### config.mk
export PLATFORM = sky130hd
export DESIGN_NAME = bracket_balance_checker_core
export DESIGN_NICKNAME = d
export VERILOG_FILES = /design/src/rtl/bbc_pkg.sv /design/src/rtl/bbc_decode.sv /design/src/rtl/bbc_cell.sv /design/src/rtl/bracket_balance_checker_core.sv
export SDC_FILE = /design/constraint.sdc
export NUM_CORES = 1
export LEC_CHECK = 0
export BUFFER_PORTS_ARGS = -buffer_cell sky130_fd_sc_hd__buf_2
export CORE_ASPECT_RATIO = 0.5
export CORE_MARGIN = 1
export CORE_UTILIZATION = 56
export DETAILED_ROUTE_END_ITERATION = 10
export GPL_TIMING_DRIVEN = 0
export HOLD_SLACK_MARGIN = 0.12
export PLACE_DENSITY = 0.76
export SLEW_MARGIN = 20
export SYNTH_ARGS = -nofsm -noshare
export SYNTH_HDL_FRONTEND = slang
export SYNTH_SLANG_ARGS = --single-unit
### constraint.sdc
create_clock -name clk_i -period 6.8 [get_ports clk_i]
set_input_delay 0.34 -clock clk_i [delete_from_list [all_inputs] [get_ports clk_i]]
set_output_delay 0.34 -clock clk_i [all_outputs]
set_load 0.05 [all_outputs]
### src/rtl/bbc_pkg.sv
// types and constants shared by the bracket balance checker
package bbc_pkg;

  // opening and closing characters
  localparam logic [7:0] CH_LBRACE   = 8'h7B;
  localparam logic [7:0] CH_LBRACKET = 8'h5B;
  localparam logic [7:0] CH_LPAREN   = 8'h28;
  localparam logic [7:0] CH_RBRACE   = 8'h7D;
  localparam logic [7:0] CH_RBRACKET = 8'h5D;
  localparam logic [7:0] CH_RPAREN   = 8'h29;

  typedef enum logic [1:0] {
    KIND_BRACE   = 2'd0,
    KIND_BRACKET = 2'd1,
    KIND_PAREN   = 2'd2,
    KIND_NONE    = 2'd3
  } kind_e;

  typedef enum logic [2:0] {
    ST_OK          = 3'd0,
    ST_MISMATCH    = 3'd1,
    ST_EMPTY_CLOSE = 3'd2,
    ST_UNCLOSED    = 3'd3,
    ST_OVERFLOW    = 3'd4
  } status_e;

  typedef struct packed {
    logic [7:0] symbol;
    logic       last;
  } in_beat_t;

  typedef struct packed {
    logic       balanced;
    logic [2:0] status;
  } out_beat_t;

  // decoded character
  typedef struct packed {
    logic  is_open;
    logic  is_close;
    kind_e kind;
  } decode_t;

  // shift control for the cell row
  typedef struct packed {
    logic push;
    logic pop;
  } shift_ctrl_t;

endpackage

### src/rtl/bbc_decode.sv
// character decoder: opener / closer and bracket kind
module bbc_decode import bbc_pkg::*; (
  input  logic [7:0] symbol_i,
  output decode_t    dec_o
);

  always_comb begin
    dec_o = '{is_open: 1'b0, is_close: 1'b0, kind: KIND_NONE};
    case (symbol_i)
      CH_LBRACE: begin
        dec_o = '{is_open: 1'b1, is_close: 1'b0, kind: KIND_BRACE};
      end
      CH_LBRACKET: begin
        dec_o = '{is_open: 1'b1, is_close: 1'b0, kind: KIND_BRACKET};
      end
      CH_LPAREN: begin
        dec_o = '{is_open: 1'b1, is_close: 1'b0, kind: KIND_PAREN};
      end
      CH_RBRACE: begin
        dec_o = '{is_open: 1'b0, is_close: 1'b1, kind: KIND_BRACE};
      end
      CH_RBRACKET: begin
        dec_o = '{is_open: 1'b0, is_close: 1'b1, kind: KIND_BRACKET};
      end
      CH_RPAREN: begin
        dec_o = '{is_open: 1'b0, is_close: 1'b1, kind: KIND_PAREN};
      end
      default: begin
        dec_o = '{is_open: 1'b0, is_close: 1'b0, kind: KIND_NONE};
      end
    endcase
  end

endmodule

### src/rtl/bbc_cell.sv
// one stack cell: holds a kind, shifts down on push and up on pop
module bbc_cell import bbc_pkg::*; (
  input  logic        clk_i,
  input  shift_ctrl_t ctrl_i,
  input  kind_e       above_i,
  input  kind_e       below_i,
  output kind_e       kind_o
);

  kind_e kind_q, kind_d;

  always_comb begin
    kind_d = kind_q;
    if (ctrl_i.push) begin
      kind_d = above_i;
    end else if (ctrl_i.pop) begin
      kind_d = below_i;
    end
  end

  always_ff @(posedge clk_i) begin
    kind_q <= kind_d;
  end

  assign kind_o = kind_q;

endmodule

### src/rtl/bracket_balance_checker_core.sv
// top level of the bracket balance checker: cell-row stack, control, output skid
//
// usage
//   in channel:  one beat per expression character (symbol, last flag)
//   out channel: one beat per expression, sent for the beat flagged last,
//                carrying balanced and status (ok, mismatch, close on empty,
//                unclosed, overflow); status is the first error seen
//   throughput:  one input beat per cycle while in_ready_o is high; the stack is
//                a row of STACK_DEPTH cells that all shift in the same cycle, so
//                the cost of a push or pop does not depend on the depth
//   output:      the result is registered into the output register when the last
//                beat is accepted, or into the skid entry while the output is held
//   stalls:      the result sits in an output register backed by one skid
//                entry; input beats keep flowing while a result waits, and
//                in_ready_o drops only when both entries hold results
//   reset:       clears the fill count, the held error and the output
//                valids; the cell contents need no reset since only cells
//                below the fill count are ever read
//   after each result the fill count and error return to zero for the
//   next expression
module bracket_balance_checker_core import bbc_pkg::*; #(
  parameter int STACK_DEPTH = 64
) (
  input  logic      clk_i,
  input  logic      rst_ni,
  input  logic      in_valid_i,
  output logic      in_ready_o,
  input  in_beat_t  in_data_i,
  output logic      out_valid_o,
  input  logic      out_ready_i,
  output out_beat_t out_data_o
);

  localparam int CW = $clog2(STACK_DEPTH + 1);
  localparam logic [CW-1:0] FULL_COUNT = CW'(STACK_DEPTH);

  // control state
  logic [CW-1:0] count_q, count_d;
  status_e       err_q, err_d;
  logic          out_valid_q, out_valid_d;
  logic          skid_valid_q, skid_valid_d;
  out_beat_t     out_q, out_d;
  out_beat_t     skid_q, skid_d;

  logic        in_fire, out_fire;
  decode_t     dec;
  shift_ctrl_t ctrl;
  kind_e       cell_kind [STACK_DEPTH];
  logic        empty, full, err_held;
  status_e     err_next, status;
  logic [CW-1:0] count_next;
  out_beat_t   result;

  assign in_ready_o = !skid_valid_q;
  assign in_fire    = in_valid_i && in_ready_o;
  assign out_fire   = out_valid_q && out_ready_i;

  bbc_decode u_decode (
    .symbol_i (in_data_i.symbol),
    .dec_o    (dec)
  );

  assign empty    = (count_q == '0);
  assign full     = (count_q == FULL_COUNT);
  assign err_held = (err_q != ST_OK);

  // once an error is held the stack is frozen until the last beat
  assign ctrl.push = in_fire && !err_held && dec.is_open && !full;
  assign ctrl.pop  = in_fire && !err_held && dec.is_close && !empty;

  // row of cells, cell 0 is the top of stack
  for (genvar i = 0; i < STACK_DEPTH; i++) begin : g_cell
    kind_e above, below;
    if (i == 0) begin : g_top
      assign above = dec.kind;
    end else begin : g_mid
      assign above = cell_kind[i-1];
    end
    if (i == STACK_DEPTH - 1) begin : g_bottom
      assign below = cell_kind[i];
    end else begin : g_upper
      assign below = cell_kind[i+1];
    end
    bbc_cell u_cell (
      .clk_i   (clk_i),
      .ctrl_i  (ctrl),
      .above_i (above),
      .below_i (below),
      .kind_o  (cell_kind[i])
    );
  end

  // error and fill count after this beat
  always_comb begin
    err_next   = err_q;
    count_next = count_q;
    if (in_fire && !err_held) begin
      if (dec.is_open) begin
        if (full) begin
          err_next = ST_OVERFLOW;
        end else begin
          count_next = count_q + 1'b1;
        end
      end else if (dec.is_close) begin
        if (empty) begin
          err_next = ST_EMPTY_CLOSE;
        end else begin
          count_next = count_q - 1'b1;
          // top entry must match the closer
          if (cell_kind[0] != dec.kind) begin
            err_next = ST_MISMATCH;
          end
        end
      end
    end
  end

  always_comb begin
    status = err_next;
    if (err_next == ST_OK && count_next != '0) begin
      status = ST_UNCLOSED;
    end
    result.balanced = (status == ST_OK);
    result.status   = status;
  end

  always_comb begin
    count_d = count_next;
    err_d   = err_next;
    // last beat closes the expression
    if (in_fire && in_data_i.last) begin
      count_d = '0;
      err_d   = ST_OK;
    end
  end

  // output register with one skid entry
  always_comb begin
    out_valid_d  = out_valid_q;
    skid_valid_d = skid_valid_q;
    out_d        = out_q;
    skid_d       = skid_q;
    if (skid_valid_q) begin
      if (out_fire) begin
        out_d        = skid_q;
        skid_valid_d = 1'b0;
      end
    end else if (in_fire && in_data_i.last) begin
      if (!out_valid_q || out_fire) begin
        out_d       = result;
        out_valid_d = 1'b1;
      end else begin
        skid_d       = result;
        skid_valid_d = 1'b1;
      end
    end else if (out_fire) begin
      out_valid_d = 1'b0;
    end
  end

  always_ff @(posedge clk_i or negedge rst_ni) begin
    if (!rst_ni) begin
      count_q      <= '0;
      err_q        <= ST_OK;
      out_valid_q  <= 1'b0;
      skid_valid_q <= 1'b0;
    end else begin
      count_q      <= count_d;
      err_q        <= err_d;
      out_valid_q  <= out_valid_d;
      skid_valid_q <= skid_valid_d;
    end
  end

  // payload registers, no reset
  always_ff @(posedge clk_i) begin
    out_q  <= out_d;
    skid_q <= skid_d;
  end

  assign out_valid_o = out_valid_q;
  assign out_data_o  = out_q;

  // fill count never passes the depth
  a_count_bound: assert property (@(posedge clk_i) disable iff (!rst_ni)
    count_q <= FULL_COUNT)
    else $error("stack fill count exceeds depth");

  // skid entry only holds a result behind a waiting output
  a_skid_behind_out: assert property (@(posedge clk_i) disable iff (!rst_ni)
    skid_valid_q |-> out_valid_q)
    else $error("skid valid without output valid");

  // last beat leaves a clean stack and no held error
  a_clear_after_last: assert property (@(posedge clk_i) disable iff (!rst_ni)
    (in_fire && in_data_i.last) |=> (count_q == '0 && err_q == ST_OK))
    else $error("state not cleared after last beat");

  // push and pop never in the same cycle, never pop when empty
  a_shift_legal: assert property (@(posedge clk_i) disable iff (!rst_ni)
    !(ctrl.push && ctrl.pop) && !(ctrl.pop && empty))
    else $error("illegal stack shift");

endmodule
======== Yosys cells after proc, flatten, opt, wreduce, memory -nomap -nowiden ========
Cells that the tools add are included.
Widths: inputs -> output; s select.
word-level totals
  register bits ........................... 148
  input port bits ......................... 13
  output and inout bits ................... 6
  logic and storage cells ................. 265
operators by class
  add/sub/neg operators ................... 2
  eq/ne operators ......................... 10
  multiplexer cells ....................... 152
  bitwise operators ....................... 2
  reductions and logical operators ........ 27
operators by type and width
  kind                 count
  $mux 2               126
  $mux 7               6
  $eq 8x7->1 const B   4
  $mux 3               8
  $pmux 4 s6           1
  $eq 8x6->1 const B   2
  $mux 4               4
  $logic_and 1x1->1    9
  $reduce_and 3->1     3
  $reduce_bool 2->1    4
  $add 7x1->7 const B  1
  $eq 7x7->1 const B   1
  $logic_not 7->1      1
  $mux 1               7
  $reduce_bool 7->1    1
  $sub 7x1->7 const B  1
  $logic_not 3->1      2
  $logic_not 1->1      5
  $ne 2x1->1 const B   2
  $reduce_bool 3->1    1
  $ne 2x2->1           1
  $not 1->1            2
  $logic_or 1x1->1     1

======== Longest topological paths before layout ========
Gate-level depths: netlist (run 1).
  depth after elaboration ................. 15
  mapped depth ............................ 10
  gate-level depth less buffers ........... 10

======== Modules after synthesis ========
A second synthesis (run 1) with hierarchy kept.
second synthesis, totals
  cells, all modules ...................... 475
  area total of the unflattened synthesis .. 7,143.1 µm²
modules (own cells, without submodules)
  module                        times used  cells each  area an instance (µm²)  sequential area each (µm²)
  bbc_cell                      64          5           88.8                    60.1
  bracket_balance_checker_core  1           142         1,350.0                 540.5
  bbc_decode                    1           13          107.6                   0.0

======== Worst setup path before layout (run 1) ========
No wires, ideal clock.
  kind .................................... register to register
  from .................................... register err_q[1]
  to ...................................... register out_q, in the netlist out_data_o[3], data pin
  arrival time ............................ 6,340 ps
  slack ................................... 203 ps
  stages on the path, launching flop included .. 9
  cells stage by stage .................... dfrtp_1 -> or4b_4 -> or2_0 -> buf_6 -> o41ai_4 -> xnor2_1 -> o211a_1 -> and4_4 -> a22o_1
RTL lines
  item                    line                                 text
  from (decl)             bracket_balance_checker_core.sv:39   status_e err_q, err_d;
  from (signal assigned)  bracket_balance_checker_core.sv:169  err_q <= err_d;
  to (signal assigned)    bracket_balance_checker_core.sv:177  out_q <= out_d;
  to (decl)               bracket_balance_checker_core.sv:42   out_beat_t out_q, out_d;

======== Final worst setup path (run 1) ========
  from .................................... register err_q[1]
  to ...................................... register g_cell[55].u_cell.kind_q[1], enable pin
between the ends
  word-level cells in the longest chain between the ends .. 6
  elaborated cells on any way between the ends .. 8
ends and longest elaborated chain
  item                                                      line                                                                    text
  $reduce_bool 3->1 *                                       bracket_balance_checker_core.sv:65                                      assign err_held = (err_q != ST_OK);
  $logic_not 1->1 *                                         bracket_balance_checker_core.sv:68, bracket_balance_checker_core.sv:69
  $logic_and 1x1->1 *                                       bracket_balance_checker_core.sv:68, bracket_balance_checker_core.sv:69
  $logic_and 1x1->1, on equally long branches (2 in a row)  bracket_balance_checker_core.sv:69, bracket_balance_checker_core.sv:68
  $reduce_bool 2->1 (no source line) *                      n/a
  to (signal assigned)                                      bbc_cell.sv:22                                                          kind_q <= kind_d;
  to (decl)                                                 bbc_cell.sv:10                                                          kind_e kind_q, kind_d;
Every way passes the cells marked *; elsewhere a longest branch is shown, timed or not.
A chain may end at the register's enable or synchronous reset.

==> results of run 1 <==
==> cell type report <==
cell class / instances / area (sq um)
buffer: 31 / 130
clock buffer: 17 / 425
clock inverter: 14 / 209
fill: 900 / 3940
inverter: 6 / 22.5
multi-input combinational: 505 / 2300
sequential: 148 / 4380
tap: 165 / 206
timing repair buffer: 31 / 219
==> cells in the final DEF, fill, tap and decap left out, drive strengths merged, types with 6 or more instances in the layout <==
master / netlist / routed
nor2: 16 / 16
dfrtp: 12 / 12
and3: 7 / 7
buf: 7 / 36
nand3: 8 / 8
a21oi: 12 / 12
inv: 6 / 8
clkbuf: 24 / 41
o21ai: 6 / 6
nand2: 386 / 386
edfxtp: 136 / 136
==> cell usage after synthesis (3+ instances only) <==
cell type	instances
a21oi_1	12
ha_1	3
buf_2	5
edfxtp_1	136
inv_1	6
and2_1	5
o21ai_0	4
and3_1	7
dfrtp_1	12
clkbuf_1	24
nand2_1	386
nor4_1	3
nor2_1	16
nand3_1	8
nor3_1	5
nor2b_1	3
a31oi_1	5
==> registers in the layout (all words and copies together), names as in the netlist <==
| register | cells |
|---|---|
| g_cell.u_cell.kind_o | 128 |
| skid_q | 4 |
| err_q | 3 |
| skid_valid_q | 1 |
| out_valid_o | 1 |
| count_q | 7 |
| out_data_o | 4 |
==> how the worst min path moves through the flow <==
| stage | start | end | slack, ps | depth (start not counted) |
|---|---|---|---|---|
| final | in_data_i[0] | out_valid_o$_DFFE_PN0P_ | 230 | 3 |
| after global routing | in_data_i[0] | out_valid_o$_DFFE_PN0P_ | 270 | 3 |
| after CTS | in_data_i[0] | out_valid_o$_DFFE_PN0P_ | 220 | 3 |
| after detailed placement | rst_ni | count_q[5]$_DFF_PN0_ | 240 | 1 |
| after global placement | rst_ni | count_q[4]$_DFF_PN0_ | 220 | 1 |
| after floorplan | rst_ni | count_q[0]$_DFF_PN0_ | 40 | 0 |
==> critical path, stage by stage, from the launching register on <==
cell and delay (ps):
dfrtp_1 380, or4b_4 560, or2_0 230, buf_6 160, o41ai_4 810, buf_4 330, buf_8 180, buf_8 170
buf_6 180
==> stage by stage <==
| stage | cell area (sq um) | utilization, % | TNS [ps] | hold slack (ps) | setup slack, ps |
|---|---|---|---|---|---|
| after floorplan | 6840 | - | 0 | 44.4 | 203 |
| after global placement | 7140 | 60.3 | -109780 | 224 | -1610 |
| after detailed placement | 7250 | 61.2 | 0 | 236 | 3490 |
| after CTS | 7900 | 66.7 | 0 | 219 | 3490 |
| after global routing | 7900 | 66.7 | 0 | 266 | 3320 |
| final | 7900 | 66.7 | 0 | 235 | 3500 |
==> layer usage <==
| metal | up-vias | wire length (um) | track usage [%] |
|---|---|---|---|
| li1 | 2429 | - | - |
| met1 | 2362 | 6350 | 32.7 |
| met2 | 147 | 6410 | 36.1 |
| met3 | 17 | 705 | 5.45 |
| met4 | 0 | 175 | 7.60 |
| met5 | - | 0 | 0 |
==> cell families after synthesis <==
group	count (synthesis)	share of synthesized area, %
AO/OA/AOI/OAI	46	5.23
XOR/XNOR	1	0.128
adder cells (fa/ha/maj)	3	0.549
buffers and inverters	37	2.23
flip-flops	148	64.1
multiplexers	3	0.475
AND/OR/NAND/NOR	452	27.3
==> power breakdown <==
group | leakage (nW) | internal (W) | total (W) | switching (W)
combinational | 1.61 | 0.0000752 | 0.000228 | 0.000152
sequential | 1.39 | 0.00102 | 0.00103 | 0.0000146
clock | 0.305 | 0.000648 | 0.00101 | 0.000367
total | 3.30 | 0.00174 | 0.00227 | 0.000534
==> metrics.txt, run 1 <==
syn avg cell area 9.92 sq um; fin cells 917; routed wire length 13600 um; share of cells above drive strength 1 10.9%; clk buf depth 2; die width 158 um; status complete, no violations; 1st-iter DRT viols 496; final hold vios 0; fin. max-slew vios 0; Cell Area, Synth 6840 sq um; port bufs 18; critical path peak fanout 12; Worst Setup SP err_q[1]$_DFF_PN0_; worst r2r path cells 8; NumNets Final 756; initial antenna violation count 0; Layout Skew 8.11 ps; Seq cells post-synth 148; clk sinks 148; data required time of the worst path 6920 ps; Max Freq 303 MHz; hold_buf cts 2; Async S/R FF share, synth 8.11%; Pwr Total 0.00227 W; Worst Tran Pin Value 843 ps; top cells by area, synth edfxtp_1, nand2_1, dfrtp_1; clock root cell clkbuf_16; Yosys warnings 0; CP Class register to register; Core Region 11800 sq um; count of cell types in the netlist 56; vias in the first global route 4606; Die Area 12700 sq um; Syn Nets 706; # diodes 0; placed cells 884; R2R setup slack 3500 ps; # rows 28; register area share after synthesis 64.1%; RR Startpoint err_q[1]$_DFF_PN0_; Leakage 3.30 nW; # IOs 19; GPL Wtd Cong 0.890; last element of the critical path g_cell[55].u_cell.kind_o[1]$_DFFE_PP_; Initial Utilization 57.8%; Post-synth top flop edfxtp_1; WL/cell 14.9 um; PwrDens 288 nW/um^2; Vias/cell 5.40; relative slew slack 43.6%; TritonRoute pass-1 iters 5; Area growth syn-to-layout 15.5%; Worst Hold Class primary input to register; Residual DRC 0; startpoint types register; # setup viols final 0; Worst Path Arrival 3420 ps; pin count of the biggest net entering global routing 17; die height 80.2 um; RSZ-0062 raised after global routing no; Tcrit/Tclk final 48.6%; Max Cap Violations 0; R2R Path End g_cell[55].u_cell.kind_o[1]$_DFFE_PP_; CTS resizes 0; first-pass GRT wire length 22500 um; top cell type by total area after synthesis edfxtp_1; Yosys top cell area share 59.7%; dpl hpwl 9050 um; CTS buffer count 17; vias 4955; cells after synthesis 690; Post-CTS Setup Repair Bufs 0; worst skew pair latency 420 ps; Period minus WS final 3300 ps; Worst-path clk slew 60 ps; EDFF count, synth 136; antenna viol nets, final 0; Total GRT Usage 23.4%; H-tree levels 4; Worst VDD drop 0.156 mV; CP endpoint kind register; CTS tree yes; GRT overflow 0
Power figures use the tool's default switching activity.
==> inputs of run 2 (changes only) <==
--- a/config.mk
+++ b/config.mk
@@ -5,6 +5,7 @@
 export SDC_FILE = /design/constraint.sdc
 export NUM_CORES = 1
 export LEC_CHECK = 0
+export ABC_AREA = 1
 export BUFFER_PORTS_ARGS = -buffer_cell sky130_fd_sc_hd__buf_2
 export CORE_ASPECT_RATIO = 0.5
 export CORE_MARGIN = 1
==> constraint.sdc (replaced) <==
create_clock -name clk_i -period 2.7 [get_ports clk_i]
set_input_delay 0.135 -clock clk_i [delete_from_list [all_inputs] [get_ports clk_i]]
set_output_delay 0.135 -clock clk_i [all_outputs]
set_load 0.05 [all_outputs]
==> run 2 against run 1 <==
Compared with the run above: die area grew 1.8%; sequential cell count stayed put; non-clock buffer count shrank 6; sequential power is 150% higher; register-to-register slack lost 3300 ps; worst setup slack got worse by 3300 ps; synthesized area rose by 1.8%; critical path depth rose by 5; combinational power rose by 140%; critical endpoint is now out_data_o[1]$_DFFE_PP_; highest routed layer unchanged.
==> metrics.txt, run 2 <==
pin count of the biggest net entering global routing 64; Yosys top cell area share 58.6%; DP Area 7280 sq um; die height 80.9 um; commonest non-fill, non-tap cell in the layout nand2_1; RSZ-0062 raised after global routing no; post-synthesis compound-gate area fraction 7.26%; smallest setup slack after layout 226 ps; WL/cell 14.6 um; top cell type by total area after synthesis edfxtp_1; Seq cells post-synth 148; Worst VDD drop 0.436 mV; # diodes 0; # setup viols final 0; worst skew pair latency 420 ps; CP endpoint kind register; Leakage 3.34 nW; Initial Utilization 58.1%; Async S/R FF share, synth 8.11%; Residual DRC 0; clk sinks 148; Cell Area, Synth 6970 sq um; Worst-path clk slew 60 ps; Post-Synth XOR/XNOR Area 0.629%; Core Region 12000 sq um; Syn Nets 740; final hold vios 0; max reg flops 128; Worst Setup SP count_q[0]$_DFF_PN0_; die width 160 um; Synth Area in Adders 0.539%; most frequent cells after synthesis nand2_1, edfxtp_1, o21ai_0; PwrDens 687 nW/um^2; H-tree levels 4; antenna viol nets, final 0; GPL Wtd Cong 0.867; count of cell types in the netlist 32; simple-gate portion of the synthesized area 22.2%; hold path depth 4; Worst Hold End skid_valid_q$_DFF_PN0_; CP Class register to register; EDFF count, synth 136; critical path peak fanout 7; Layout Skew 8.23 ps; routed wire length 13800 um; Post-synth top flop edfxtp_1; Design Area, Final 7980 sq um; RR Startpoint count_q[0]$_DFF_PN0_; vias 5072; R2R setup slack 230 ps; CTS buffer count 17; cells after synthesis 724; top cells by area, synth edfxtp_1, nand2_1, o21ai_0; Period minus WS final 2470 ps; Worst Hold Class primary input to register; R2R Path End out_data_o[1]$_DFFE_PP_; NumNets Final 786; port bufs 18; post-route setup TNS 0 ps; dpl hpwl 8560 um; dpl ws -318 ps; clock root cell clkbuf_16; multiplexer share of the synthesized area 0%; Total GRT Usage 23.0%; first-pass GRT wire length 22700 um; clk buf depth 2; # rows 28; Die Area 12900 sq um; worst r2r path cells 13; largest family of logic cells by synthesized area simple AND/OR/NAND/NOR gates; 1st-iter DRT viols 657; GRT overflow 0; CTS tree yes; share of cells above drive strength 1 12.9%; data required time of the worst path 2880 ps; Worst Path Arrival 2650 ps; # IOs 19; Max Cap Violations 0; syn avg cell area 9.62 sq um; register area share after synthesis 62.9%; startpoint types register; relative slew slack 44.8%; Area growth syn-to-layout 14.5%; most frequent cells in the layout nand2_1, edfxtp_1, o21ai_0; Max Freq 404 MHz; Vias/cell 5.36; Yosys warnings 0; status complete, no violations; most frequent cell after synthesis nand2_1; layout filler cell count 904; initial antenna violation count 0; Tcrit/Tclk final 91.6%; min-delay src in_data_i[0]; vias in the first global route 4664; fin. max-slew vios 0; Worst Tran Pin Value 827 ps; TritonRoute pass-1 iters 5
## run 2: cell types whose count changed in the layout (fill, tap and decap cells not counted), sizes merged, moves of 5 or more
cell,previous run,this run
a21oi,12,7
and2,5,0
and3,7,0
clkbuf,41,32
inv,8,70
nand2,386,307
nand3,8,23
nor2,16,33
o21ai,6,89
## run 2: routing by layer
metal | up-vias | track usage, % | routed length, um
li1 | 2468 | - | -
met1 | 2386 | 31.5 | 6570
met2 | 193 | 36.2 | 6110
met3 | 25 | 5.31 | 953
met4 | 0 | 8.56 | 199
met5 | - | 0 | 0
## run 2: metrics by stage
stage          total power [W]  instances  hold slack, ps  util [%]
2_1_floorplan          0.00302        724            -161         -
3_3_place_gp           0.00311        907            24.2      60.7
3_5_place_dp           0.00313        907            24.5      60.7
4_1_cts                0.00548        946             155      66.4
5_1_grt                0.00565        947             194      66.6
6_report               0.00548        947             174      66.6
## run 2: how the worst max path moves through the flow
stage,end,slack [ps]
2_1_floorplan,out_data_o[1]$_DFFE_PP_,170
3_3_place_gp,out_data_o[1]$_DFFE_PP_,-240
3_5_place_dp,out_data_o[1]$_DFFE_PP_,-320
4_1_cts,g_cell[42].u_cell.kind_o[0]$_DFFE_PP_,120
5_1_grt,out_data_o[1]$_DFFE_PP_,30
6_report,out_data_o[1]$_DFFE_PP_,230
## run 2: logic make-up (layout without fill, tap and decap cells)
| group | count (synthesis) | after routing |
|---|---|---|
| DFF | 148 | 148 |
| buffers and inverters | 103 | 158 |
| adders and majority gates | 3 | 3 |
| xor gates and xnor gates | 5 | 5 |
| AOI/OAI and AO/OA | 98 | 98 |
| and+or+nand+nor | 367 | 370 |
## run 2: final cells by class
| class | count | area (sq um) | area share (%) |
|---|---|---|---|
| multi-input combinational | 476 | 2200 | 27.6 |
| timing repair buffer | 24 | 148 | 1.85 |
| inverter | 71 | 279 | 3.50 |
| buffer | 32 | 170 | 2.13 |
| tap | 165 | 206 | 2.59 |
| clock inverter | 13 | 160 | 2.01 |
| clock buffer | 18 | 429 | 5.38 |
| sequential | 148 | 4380 | 55.0 |
## run 2: worst max-delay path, stage by stage (launching register included)
cell and delay (ps):
dfrtp_1 450, inv_1 170, ha_1 320, nand4_4 210, nand3_4 240, nand3_1 100, nand2_1 130, nand2_2 60
clkinv_1 60, nand2_2 70, o21ai_2 170, nand2_1 100, nand2_1 90, nand2_1 50
## run 2: what timing repair did
action                                 in CTS  in global routing
pin swaps                                   1                  2
setup buffers                               0                  1
resized for setup                           1                  5
setup endpoints to repair                   6                 21
cloned                                      3                  0
hold buffers                                5                  0
endpoints found under the hold margin      13                  0
## run 2: report_power, final
group | leakage, nW | switching (W) | total [W] | internal (W)
sequential | 1.39 | 0.0000225 | 0.00256 | 0.00254
clock | 0.277 | 0.000918 | 0.00236 | 0.00145
combinational | 1.68 | 0.000369 | 0.000553 | 0.000185
